## src/hdl/first_fit_interval_reserver_assert.svh

```systemverilog
// assertion macros shared by the reserver modules
`ifndef FIRST_FIT_INTERVAL_RESERVER_ASSERT_SVH
`define FIRST_FIT_INTERVAL_RESERVER_ASSERT_SVH

`ifndef NO_ASSERTIONS

// same-cycle implication
`define FFIR_ASSERT_IMPL(lbl, clk, rst, ante, cons, msg) \
   lbl: assert property (@(posedge clk) disable iff (rst) (ante) |-> (cons)) \
      else $error(msg);

// next-cycle implication
`define FFIR_ASSERT_NEXT(lbl, clk, rst, ante, cons, msg) \
   lbl: assert property (@(posedge clk) disable iff (rst) (ante) |=> (cons)) \
      else $error(msg);

`else

`define FFIR_ASSERT_IMPL(lbl, clk, rst, ante, cons, msg)
`define FFIR_ASSERT_NEXT(lbl, clk, rst, ante, cons, msg)

`endif

`endif

```

## src/hdl/ffir_pkg.sv

```systemverilog
package ffir_pkg;

   localparam int PEOPLE_W     = 8;
   localparam int REQ_TIME_W   = 16;
   localparam int CAP_W        = 8;
   localparam int ROOM_COUNT_W = 4;
   localparam int ROOM_INDEX_W = 3;
   localparam int CSR_DATA_W   = 64;
   localparam int CSR_INDEX_W  = 1;

   // register indexes
   localparam logic [CSR_INDEX_W-1:0] CSR_ROOM_COUNT      = 1'b0;
   localparam logic [CSR_INDEX_W-1:0] CSR_ROOM_CAPACITIES = 1'b1;

   localparam logic [ROOM_COUNT_W-1:0] ROOM_COUNT_RESET = 4'd8;

   typedef enum logic [2:0] {
      ST_IDLE,
      ST_PICK,
      ST_SCAN,
      ST_DRAIN,
      ST_DECIDE,
      ST_DONE
   } back_state_type;

endpackage

```

## src/hdl/ffir_front.sv

```systemverilog
`include "first_fit_interval_reserver_assert.svh"

module ffir_front #(
   parameter int ROOMS     = 8,
   parameter int TIME_BITS = 16
) (
   input  logic                                 clock,
   input  logic                                 reset,
   input  logic                                 csr_write_en,
   input  logic [ffir_pkg::CSR_INDEX_W-1:0]     csr_index,
   input  logic [ffir_pkg::CSR_DATA_W-1:0]      csr_wdata,
   input  logic                                 req_push,
   output logic                                 req_full,
   input  logic [ffir_pkg::PEOPLE_W-1:0]        req_people,
   input  logic [ffir_pkg::REQ_TIME_W-1:0]      req_start_time,
   input  logic [ffir_pkg::REQ_TIME_W-1:0]      req_end_time,
   output logic                                 q_valid,
   input  logic                                 q_pop,
   output logic [ROOMS-1:0]                     q_mask,
   output logic [TIME_BITS-1:0]                 q_start,
   output logic [TIME_BITS-1:0]                 q_end
);
   import ffir_pkg::*;

   localparam int QDEPTH = 2;

   logic [ROOM_COUNT_W-1:0]     room_count_ff;
   logic [CSR_DATA_W-1:0]       caps_ff;

   logic [ROOMS-1:0]            q_mask_ff  [QDEPTH];
   logic [TIME_BITS-1:0]        q_start_ff [QDEPTH];
   logic [TIME_BITS-1:0]        q_end_ff   [QDEPTH];
   logic                        wr_ptr_ff, wr_ptr_in;
   logic                        rd_ptr_ff, rd_ptr_in;
   logic [1:0]                  count_ff, count_in;

   logic                        push_ok;
   logic [ROOMS-1:0]            mask_new;

   // configuration registers
   always_ff @(posedge clock) begin
      if (reset) begin
         room_count_ff <= ROOM_COUNT_RESET;
         caps_ff       <= '0;
      end else if (csr_write_en) begin
         unique case (csr_index)
            CSR_ROOM_COUNT:      room_count_ff <= csr_wdata[ROOM_COUNT_W-1:0];
            CSR_ROOM_CAPACITIES: caps_ff       <= csr_wdata;
         endcase
      end
   end

   // classify: which rooms are in range and big enough
   always_comb begin
      for (int i = 0; i < ROOMS; i++) begin
         mask_new[i] = (room_count_ff > ROOM_COUNT_W'(i)) &&
                       (caps_ff[CAP_W*i +: CAP_W] >= req_people);
      end
   end

   assign req_full = (count_ff == 2'(QDEPTH));
   assign push_ok  = req_push && !req_full;
   assign q_valid  = (count_ff != 2'd0);
   assign q_mask   = q_mask_ff[rd_ptr_ff];
   assign q_start  = q_start_ff[rd_ptr_ff];
   assign q_end    = q_end_ff[rd_ptr_ff];

   always_comb begin
      wr_ptr_in = wr_ptr_ff;
      rd_ptr_in = rd_ptr_ff;
      count_in  = count_ff;
      if (push_ok) begin
         wr_ptr_in = ~wr_ptr_ff;
      end
      if (q_pop) begin
         rd_ptr_in = ~rd_ptr_ff;
      end
      if (push_ok && !q_pop) begin
         count_in = count_ff + 2'd1;
      end else if (!push_ok && q_pop) begin
         count_in = count_ff - 2'd1;
      end
   end

   always_ff @(posedge clock) begin
      if (reset) begin
         wr_ptr_ff <= 1'b0;
         rd_ptr_ff <= 1'b0;
         count_ff  <= 2'd0;
      end else begin
         wr_ptr_ff <= wr_ptr_in;
         rd_ptr_ff <= rd_ptr_in;
         count_ff  <= count_in;
      end
   end

   always_ff @(posedge clock) begin
      if (push_ok) begin
         q_mask_ff[wr_ptr_ff]  <= mask_new;
         q_start_ff[wr_ptr_ff] <= TIME_BITS'(req_start_time);
         q_end_ff[wr_ptr_ff]   <= TIME_BITS'(req_end_time);
      end
   end

   `FFIR_ASSERT_NEXT(a_q_full_holds, clock, reset, count_ff == 2'(QDEPTH) && !q_pop, count_ff == 2'(QDEPTH), "queue overflowed")

endmodule

```

## config.mk

```make
export PLATFORM = sky130hd
export DESIGN_NAME = ffir_front
export DESIGN_NICKNAME = d
export VERILOG_FILES = /design/src/hdl/ffir_pkg.sv /design/src/hdl/ffir_front.sv
export VERILOG_INCLUDE_DIRS = /design/src /design/src/hdl
export SDC_FILE = /design/constraint.sdc
export NUM_CORES = 1
export LEC_CHECK = 0
export BUFFER_PORTS_ARGS = -buffer_cell sky130_fd_sc_hd__buf_2
export CAP_MARGIN = 20
export CORE_ASPECT_RATIO = 0.75
export CORE_MARGIN = 5
export CORE_UTILIZATION = 45
export CTS_CLUSTER_DIAMETER = 60
export DETAILED_ROUTE_END_ITERATION = 12
export GPL_ROUTABILITY_DRIVEN = 0
export PLACE_DENSITY = 0.71
export SLEW_MARGIN = 20
export SYNTH_ARGS = -nofsm -noshare
export SYNTH_HDL_FRONTEND = slang
export SYNTH_SLANG_ARGS = --single-unit
```

## constraint.sdc

```tcl
create_clock -name clock -period 3.8 [get_ports clock]
set_input_delay 0.76 -clock clock [delete_from_list [all_inputs] [get_ports clock]]
set_output_delay 0.76 -clock clock [all_outputs]
set_load 0.005 [all_outputs]
```

==> run metrics, run 1 <==
outcome=finished clean; switching portion of total power=24.1%; post-synthesis instance area=6810 µm²; required arrival time at the worst endpoint=3.04 ns; Placed Cells=942; ys flop type=sky130_fd_sc_hd__edfxtp_1; register share of total power=46.0%; Max Fanout on Critical Path=40; post-cts resize count=0; antenna-violating nets left=0; initial cell density of the core=45.3%; normalized max-slew margin=35.7%; time the final worst path needs with I/O delays and setup=2.74 ns; Setup-failing EPs final=0; clock network power share=41.3%; number of clock sinks seen by CTS=153; clock network latency to the later pin of the worst-skew pair=approximately 0.42 ns; RSZ-0062 raised after global routing=false; initial antenna violation count=0; Horiz. Die Dim=152 µm; kind of critical path=flop to output pin; classification of the worst-slack hold path=flop to flop; ratio of final minimum period to clock period=72.1%; Cell Pwr Density=slightly above 500 nW/µm²; DR DRC count=0; Post-synth EDFFs=80; die outline height=~120 µm; Initial DRT Pass Iterations=5; delay contributed by the slowest stage of the critical path=0.96 ns; synthesized flop and latch total=153; final standard cell count with taps included and fillers excluded=about 970; number of inserted diodes=0; final max-slew violation count=0; Final Core Density=between 50% and 60%; H-tree depth=4; max cap viols=0; largest buffer count on any clock path=2; GRT Residual Overflow=0; synth unique cells=39; mean post-synth cell area=11.2 µm²; Critical Path Slowest Stage Cell=sky130_fd_sc_hd__dfxtp_2; standard-cell rows=39; quantity of I/O buffers inserted on ports=151; post-DR wirelength/cell=16.7 µm; layout cell share with drive strength beyond 1=a little under a third; Placeable Area=15000 µm²; commonest non-fill, non-tap cells in the layout=sky130_fd_sc_hd__buf_2 (151), sky130_fd_sc_hd__nand2_1 (135), sky130_fd_sc_hd__edfxtp_1 (80); clock edge transition at the registers on the reported setup and hold paths=0.06 ns; net count of the finished layout=about 930; vias per cell=5.18; count of hold-fix buffers inserted at cts=0; area enclosed by the die boundary=approximately 18000 µm²; wire length of the first global-routing pass=25.7 mm; Starting DRT DRC Count=347; portion of the post-synthesis area used by sequential elements=56.7%; leakage power total=about 3.5 nW; count of warnings emitted by yosys=0; Area Overhead vs Synth=22.9%; Detail Placement HPWL=11.9 mm; Cells after Synth=just over 600; Final Skew=around 0.0076 ns; Logic pwr share=12.6%; list of cells traversed by the critical path=mux2_2, buf_2; clock tree from TritonCTS=built; Net Switching=slightly above 0.001 W; number of buffers inserted by post-CTS setup repair=0; wire length reported by the detailed router=16.2 mm; critical path startpoint category=flop; critical path arrival=1.98 ns; final hold violation count=0; Worst-Margin Slew=0.964 ns; pin count of the biggest net entering global routing=65; root buffer cell=sky130_fd_sc_hd__clkbuf_16; net count of the mapped netlist=785; total clock buffers created by CTS=17; via count of the routed design=5043; category of the worst setup path capture point=output pin; via count of the first global-routing pass=5286; internal power summed over all cells=0.00325 W; IR Drop Worst-Case VDD=0.284 mV; highest clock frequency the design can meet=0.365 GHz; ys async rst share=0%; total routing usage reported by global routing=between 10% and 20%; Total Neg Setup Slack=0 ns; most common cell after layout, fill and taps aside=sky130_fd_sc_hd__buf_2; count of pins on the block boundary=152
[state kept, by name, indices dropped and copies added, names as in the netlist, named ones only]
name / flops
room_count_ff: 4
rd_ptr_ff: 1
q_end_ff: 32
caps_ff: 64
q_start_ff: 32
q_mask_ff: 16
wr_ptr_ff: 1
count_ff: 2
[power by group through the flow]
stage	combinational [W]	clock, W	sequential, W
after floorplan	0.000330	0	0.00198
after global placement	0.000524	0	0.00200
after detailed placement	0.000546	0	0.00201
after CTS	0.000550	0.00181	0.00198
after global routing	0.000608	0.00188	0.00199
final	0.000541	0.00177	0.00197
[cell families (layout without fill, tap and decap cells)]
group                      after synthesis  in the layout  share of synthesized area, %
and+or+nand+nor                        185            185                          11.3
DFF                                    153            153                          56.7
AOI/OAI and AO/OA                      114            114                          9.70
adders and majority gates               65             65                          11.9
buffers and inverters                   46            205                          2.74
muxes                                   43             43                          7.05
xor gates and xnor gates                 4              4                         0.514
[routing by layer]
metal	track usage (%)	up-vias	wire, µm
met2	30.0	165	7490
met4	5.51	0	190
met1	24.0	2388	7550
met5	0	-	0
met3	5.48	19	1020
li1	-	2471	-
[path summary, 6_finish.rpt]
kind	end	slack [ns]	start	cells after the start
min reg2reg	caps_ff[40]	0.46	caps_ff[40]	2
min	caps_ff[40]	0.46	caps_ff[40]	2
max	q_mask[0]	1.06	flop	2
max reg2reg	q_start_ff[0][14]	1.86	count_ff[0]	4
[worst max-delay path: cells and delay by family (launching register included)]
kind	cells	cell delay, ns
flops	1	0.96
mux	1	0.45
buf+inv	1	0.14
[Yosys cell counts (all sizes together) (2+ instances only)]
master     n  area share, %
dfxtp     73             21
mux2i      3           0.44
nor2b      2           0.18
mux2      40            6.6
ha        65             12
buf       11           0.81
inv       20            1.1
a21o       4           0.44
xor2       3           0.39
clkbuf    15           0.83
o21ai      9           0.66
nand2    136            7.5
a31oi      4           0.37
o211ai     3           0.33
a211oi     2           0.22
o22a       2           0.26
nand3      5           0.37
nand4      4           0.37
a21oi     77            5.7
o21a       2           0.22
nor4       4           0.37
or3        2           0.18
nor3       8           0.59
nor2      12           0.66
a2111oi    6           0.88
nand2b     8           0.73
edfxtp    80             35
[through the flow]
stage | instance area (µm²) | total power, W | hold WS [ns] | setup WS [ns]
6_report | 8370 | 0.00429 | 0.460 | 1.06
5_1_grt | 8370 | 0.00447 | 0.481 | 0.921
4_1_cts | 8370 | 0.00433 | 0.461 | 0.999
3_5_place_dp | 7740 | 0.00256 | 0.452 | 1.34
3_3_place_gp | 7740 | 0.00253 | 0.448 | 1.42
2_1_floorplan | 6810 | 0.00231 | 0.436 | 0.831
[cell type report]
type | instances | area (µm²)
inverter | 20 | 75.1
sequential | 153 | 3860
fill | 1334 | 6660
tap | 205 | 256
clock inverter | 15 | 200
clock buffer | 17 | 425
timing repair buffer | 153 | 771
multi-input combinational | 411 | 2780
Note: power is estimated with default switching activity, not from simulation.
==> run 2, diff against run 1 <==
==> constraint.sdc (replaced) <==
create_clock -name clock -period 2.7 [get_ports clock]
set_input_delay 0.54 -clock clock [delete_from_list [all_inputs] [get_ports clock]]
set_output_delay 0.54 -clock clock [all_outputs]
set_load 0.005 [all_outputs]
==> run 2 against run 1 <==
Clock skew is 0.0038 ns higher. Hold slack got worse by 0.15 ns. Sequential power up 40%. Clock power is 41% higher. Via count is 2.3% lower. Critical path type unchanged. Largest power group unchanged.
==> run metrics, run 2 (synthesis gave the netlist of run 1 again) <==
outcome=finished clean (unchanged); wire length reported by the detailed router=15.9 mm (was 16.2 mm); leakage power total=3.52 nW (was 3.49 nW); Worst-Margin Slew=0.584 ns (was 0.964 ns); IR Drop Worst-Case VDD=0.420 mV (was 0.284 mV); clock tree from TritonCTS=built (unchanged); DR DRC count=0 (unchanged); required arrival time at the worst endpoint=2.16 ns (was 3.04 ns); area enclosed by the die boundary=17700 µm² (unchanged); Detail Placement HPWL=11.7 mm (was 11.9 mm); Max Fanout on Critical Path=23 (was 40); via count of the first global-routing pass=5246 (was 5286); post-cts resize count=0 (unchanged); classification of the worst-slack hold path=primary input to flop (was flop to flop); cell type group with the largest total delay on the critical path=flip-flops (unchanged); max cap viols=0 (unchanged); Setup-failing EPs final=0 (unchanged); Largest register FFs=64 (unchanged); registers with the most flip-flops=caps_ff (64), q_end_ff (32), q_start_ff (32) (unchanged); origin of the critical flop-to-flop path=caps_ff[8] (was count_ff[0]); time the final worst path needs with I/O delays and setup=about 2.3 ns; GRT Residual Overflow=0 (unchanged); Critical Path Sink=q_start[0] (was q_mask[0]); Area Overhead vs Synth=24.3% (was 22.9%); clock edge transition at the registers on the reported setup and hold paths=0.06 ns (about the same); Critical Path Slowest Stage Cell=sky130_fd_sc_hd__dfxtp_2 (unchanged); internal power summed over all cells=0.00461 W (was 0.00325 W); highest clock frequency the design can meet=0.429 GHz; wire length of the first global-routing pass=25.7 mm (about the same); Horiz. Die Dim=152 µm (unchanged); count of hold-fix buffers inserted at cts=0 (unchanged); WHS=0.311 ns (was 0.460 ns); vias per cell=5.04 (was 5.18); die outline height=117 µm (unchanged); final standard cell count with taps included and fillers excluded=978 (was 974); instance count on the critical path=3 (was 2); most common cell after layout, fill and taps aside=sky130_fd_sc_hd__buf_2 (unchanged); clock network latency to the later pin of the worst-skew pair=0.42 ns (about the same); Buf+Inv Stages, Crit Path=2 (was 1); critical path startpoint category=flop (unchanged); number of inserted diodes=0 (unchanged); Initial DRT Pass Iterations=5 (unchanged); via count of the routed design=4929 (was 5043); list of cells traversed by the critical path=buf_12, mux2_2, buf_2 (was mux2_2, buf_2); initial cell density of the core=45.3% (unchanged); Starting DRT DRC Count=304 (was 347); layout cell share with drive strength beyond 1=30.3% (was 30.0%); Worst Reg2Reg Path Length in Cells=6 (was 4); switching portion of total power=24.0% (was 24.1%); net count of the finished layout=935 (was 931); normalized max-slew margin=60.9% (was 35.7%); final max-slew violation count=0 (unchanged); delay contributed by the slowest stage of the critical path=0.64 ns (was 0.96 ns); register share of total power=45.6% (was 46.0%); Net Switching=0.00145 W (was 0.00103 W); category of the worst setup path capture point=output pin (unchanged); commonest non-fill, non-tap cells in the layout=sky130_fd_sc_hd__buf_2 (151), sky130_fd_sc_hd__nand2_1 (135), sky130_fd_sc_hd__edfxtp_1 (80) (unchanged); ratio of final minimum period to clock period=86.4%; number of buffers inserted by post-CTS setup repair=0 (unchanged); H-tree depth=4 (unchanged); count of pins on the block boundary=152 (unchanged); Logic pwr share=13.3% (was 12.6%); Final Core Density=56.4% (was 55.7%); antenna-violating nets left=0 (unchanged); RSZ-0062 raised after global routing=false (unchanged); root buffer cell=sky130_fd_sc_hd__clkbuf_16 (unchanged); Reg2Reg Setup Slack=0.83 ns (was 1.86 ns); Total Neg Setup Slack=0 ns (unchanged); Placed Cells=946 (was 942); total routing usage reported by global routing=18.4% (about the same); final hold violation count=0 (unchanged); clock network power share=41.2% (was 41.3%); kind of critical path=flop to output pin (unchanged); quantity of I/O buffers inserted on ports=151 (unchanged); Placeable Area=15000 µm² (unchanged); total clock buffers created by CTS=17 (unchanged); post-DR wirelength/cell=16.2 µm (was 16.7 µm); largest register by flop count=caps_ff (unchanged); reg-to-reg endpoint=q_mask_ff[1][1] (was q_start_ff[0][14]); largest buffer count on any clock path=2 (unchanged); Final Total Pwr=0.00606 W (was 0.00429 W); number of clock sinks seen by CTS=153 (unchanged); pin count of the biggest net entering global routing=74 (was 65); critical path arrival=1.79 ns (was 1.98 ns); initial antenna violation count=0 (unchanged); Final Skew=0.0114 ns (was 0.00762 ns); Cell Pwr Density=716 nW/µm² (was 512 nW/µm²); standard-cell rows=39 (unchanged)
-- run 2: changes by cell type in the layout (fill, tap and decap cells not counted), moves of 2 or more --
cell	delta
sky130_fd_sc_hd__buf_12	+6
sky130_fd_sc_hd__inv_6	+3
sky130_fd_sc_hd__buf_4	-2
sky130_fd_sc_hd__clkinv_4	-4
-- run 2: worst min-delay path by stage --
stage | startpoint | endpoint | slack, ns | cells past startpoint
final | req_end_time[2] | q_end_ff[0][2] | 0.31 | 1
after global routing | req_end_time[6] | q_end_ff[1][6] | 0.29 | 1
after detailed placement | caps_ff[4] | caps_ff[4] | 0.45 | 2
after floorplan | caps_ff[0] | caps_ff[0] | 0.44 | 2
after CTS | req_end_time[2] | q_end_ff[0][2] | 0.29 | 1
after global placement | caps_ff[24] | caps_ff[24] | 0.45 | 2
-- run 2: worst reg2reg max path, cell delays in order, from the launching register on --
cell	delay, ns
sky130_fd_sc_hd__dfxtp_1	0.33
sky130_fd_sc_hd__inv_1	0.05
sky130_fd_sc_hd__ha_1	0.26
sky130_fd_sc_hd__nand2b_1	0.13
sky130_fd_sc_hd__a2111oi_0	0.51
sky130_fd_sc_hd__nor4_1	0.13
sky130_fd_sc_hd__o21a_1	0.21
-- run 2: per-stage QoR --
stage	setup WS, ns	area (µm²)
6_report	0.368	8470
5_1_grt	0.275	8470
4_1_cts	0.311	8470
3_5_place_dp	0.429	7850
3_3_place_gp	0.508	7850
2_1_floorplan	0.613	6810
-- run 2: layer usage --
layer / track usage, % / part of all wire (%) / routed length, µm
met4: 6.95 / 1.0 / 164
met2: 31.0 / 49 / 7810
met5: 0 / 0 / 0
met3: 4.74 / 4.9 / 774
met1: 23.2 / 45 / 7110
-- run 2: layout make-up --
class / count / area [µm²]
flip-flops and latches: 153 / 3860
well taps: 205 / 256
clock buffers: 18 / 429
multi-input cells: 411 / 2770
repair buffers: 157 / 876
clock inverters: 14 / 194
fillers: 1309 / 6560
inverters: 20 / 75.1
-- run 2: power groups by stage --
stage          Sequential (W)  Combinational, W  Clock, W
2_1_floorplan         0.00278          0.000465         0
3_3_place_gp          0.00280          0.000783         0
3_5_place_dp          0.00281          0.000813         0
4_1_cts               0.00277          0.000818   0.00255
5_1_grt               0.00278          0.000906   0.00266
6_report              0.00276          0.000805   0.00250
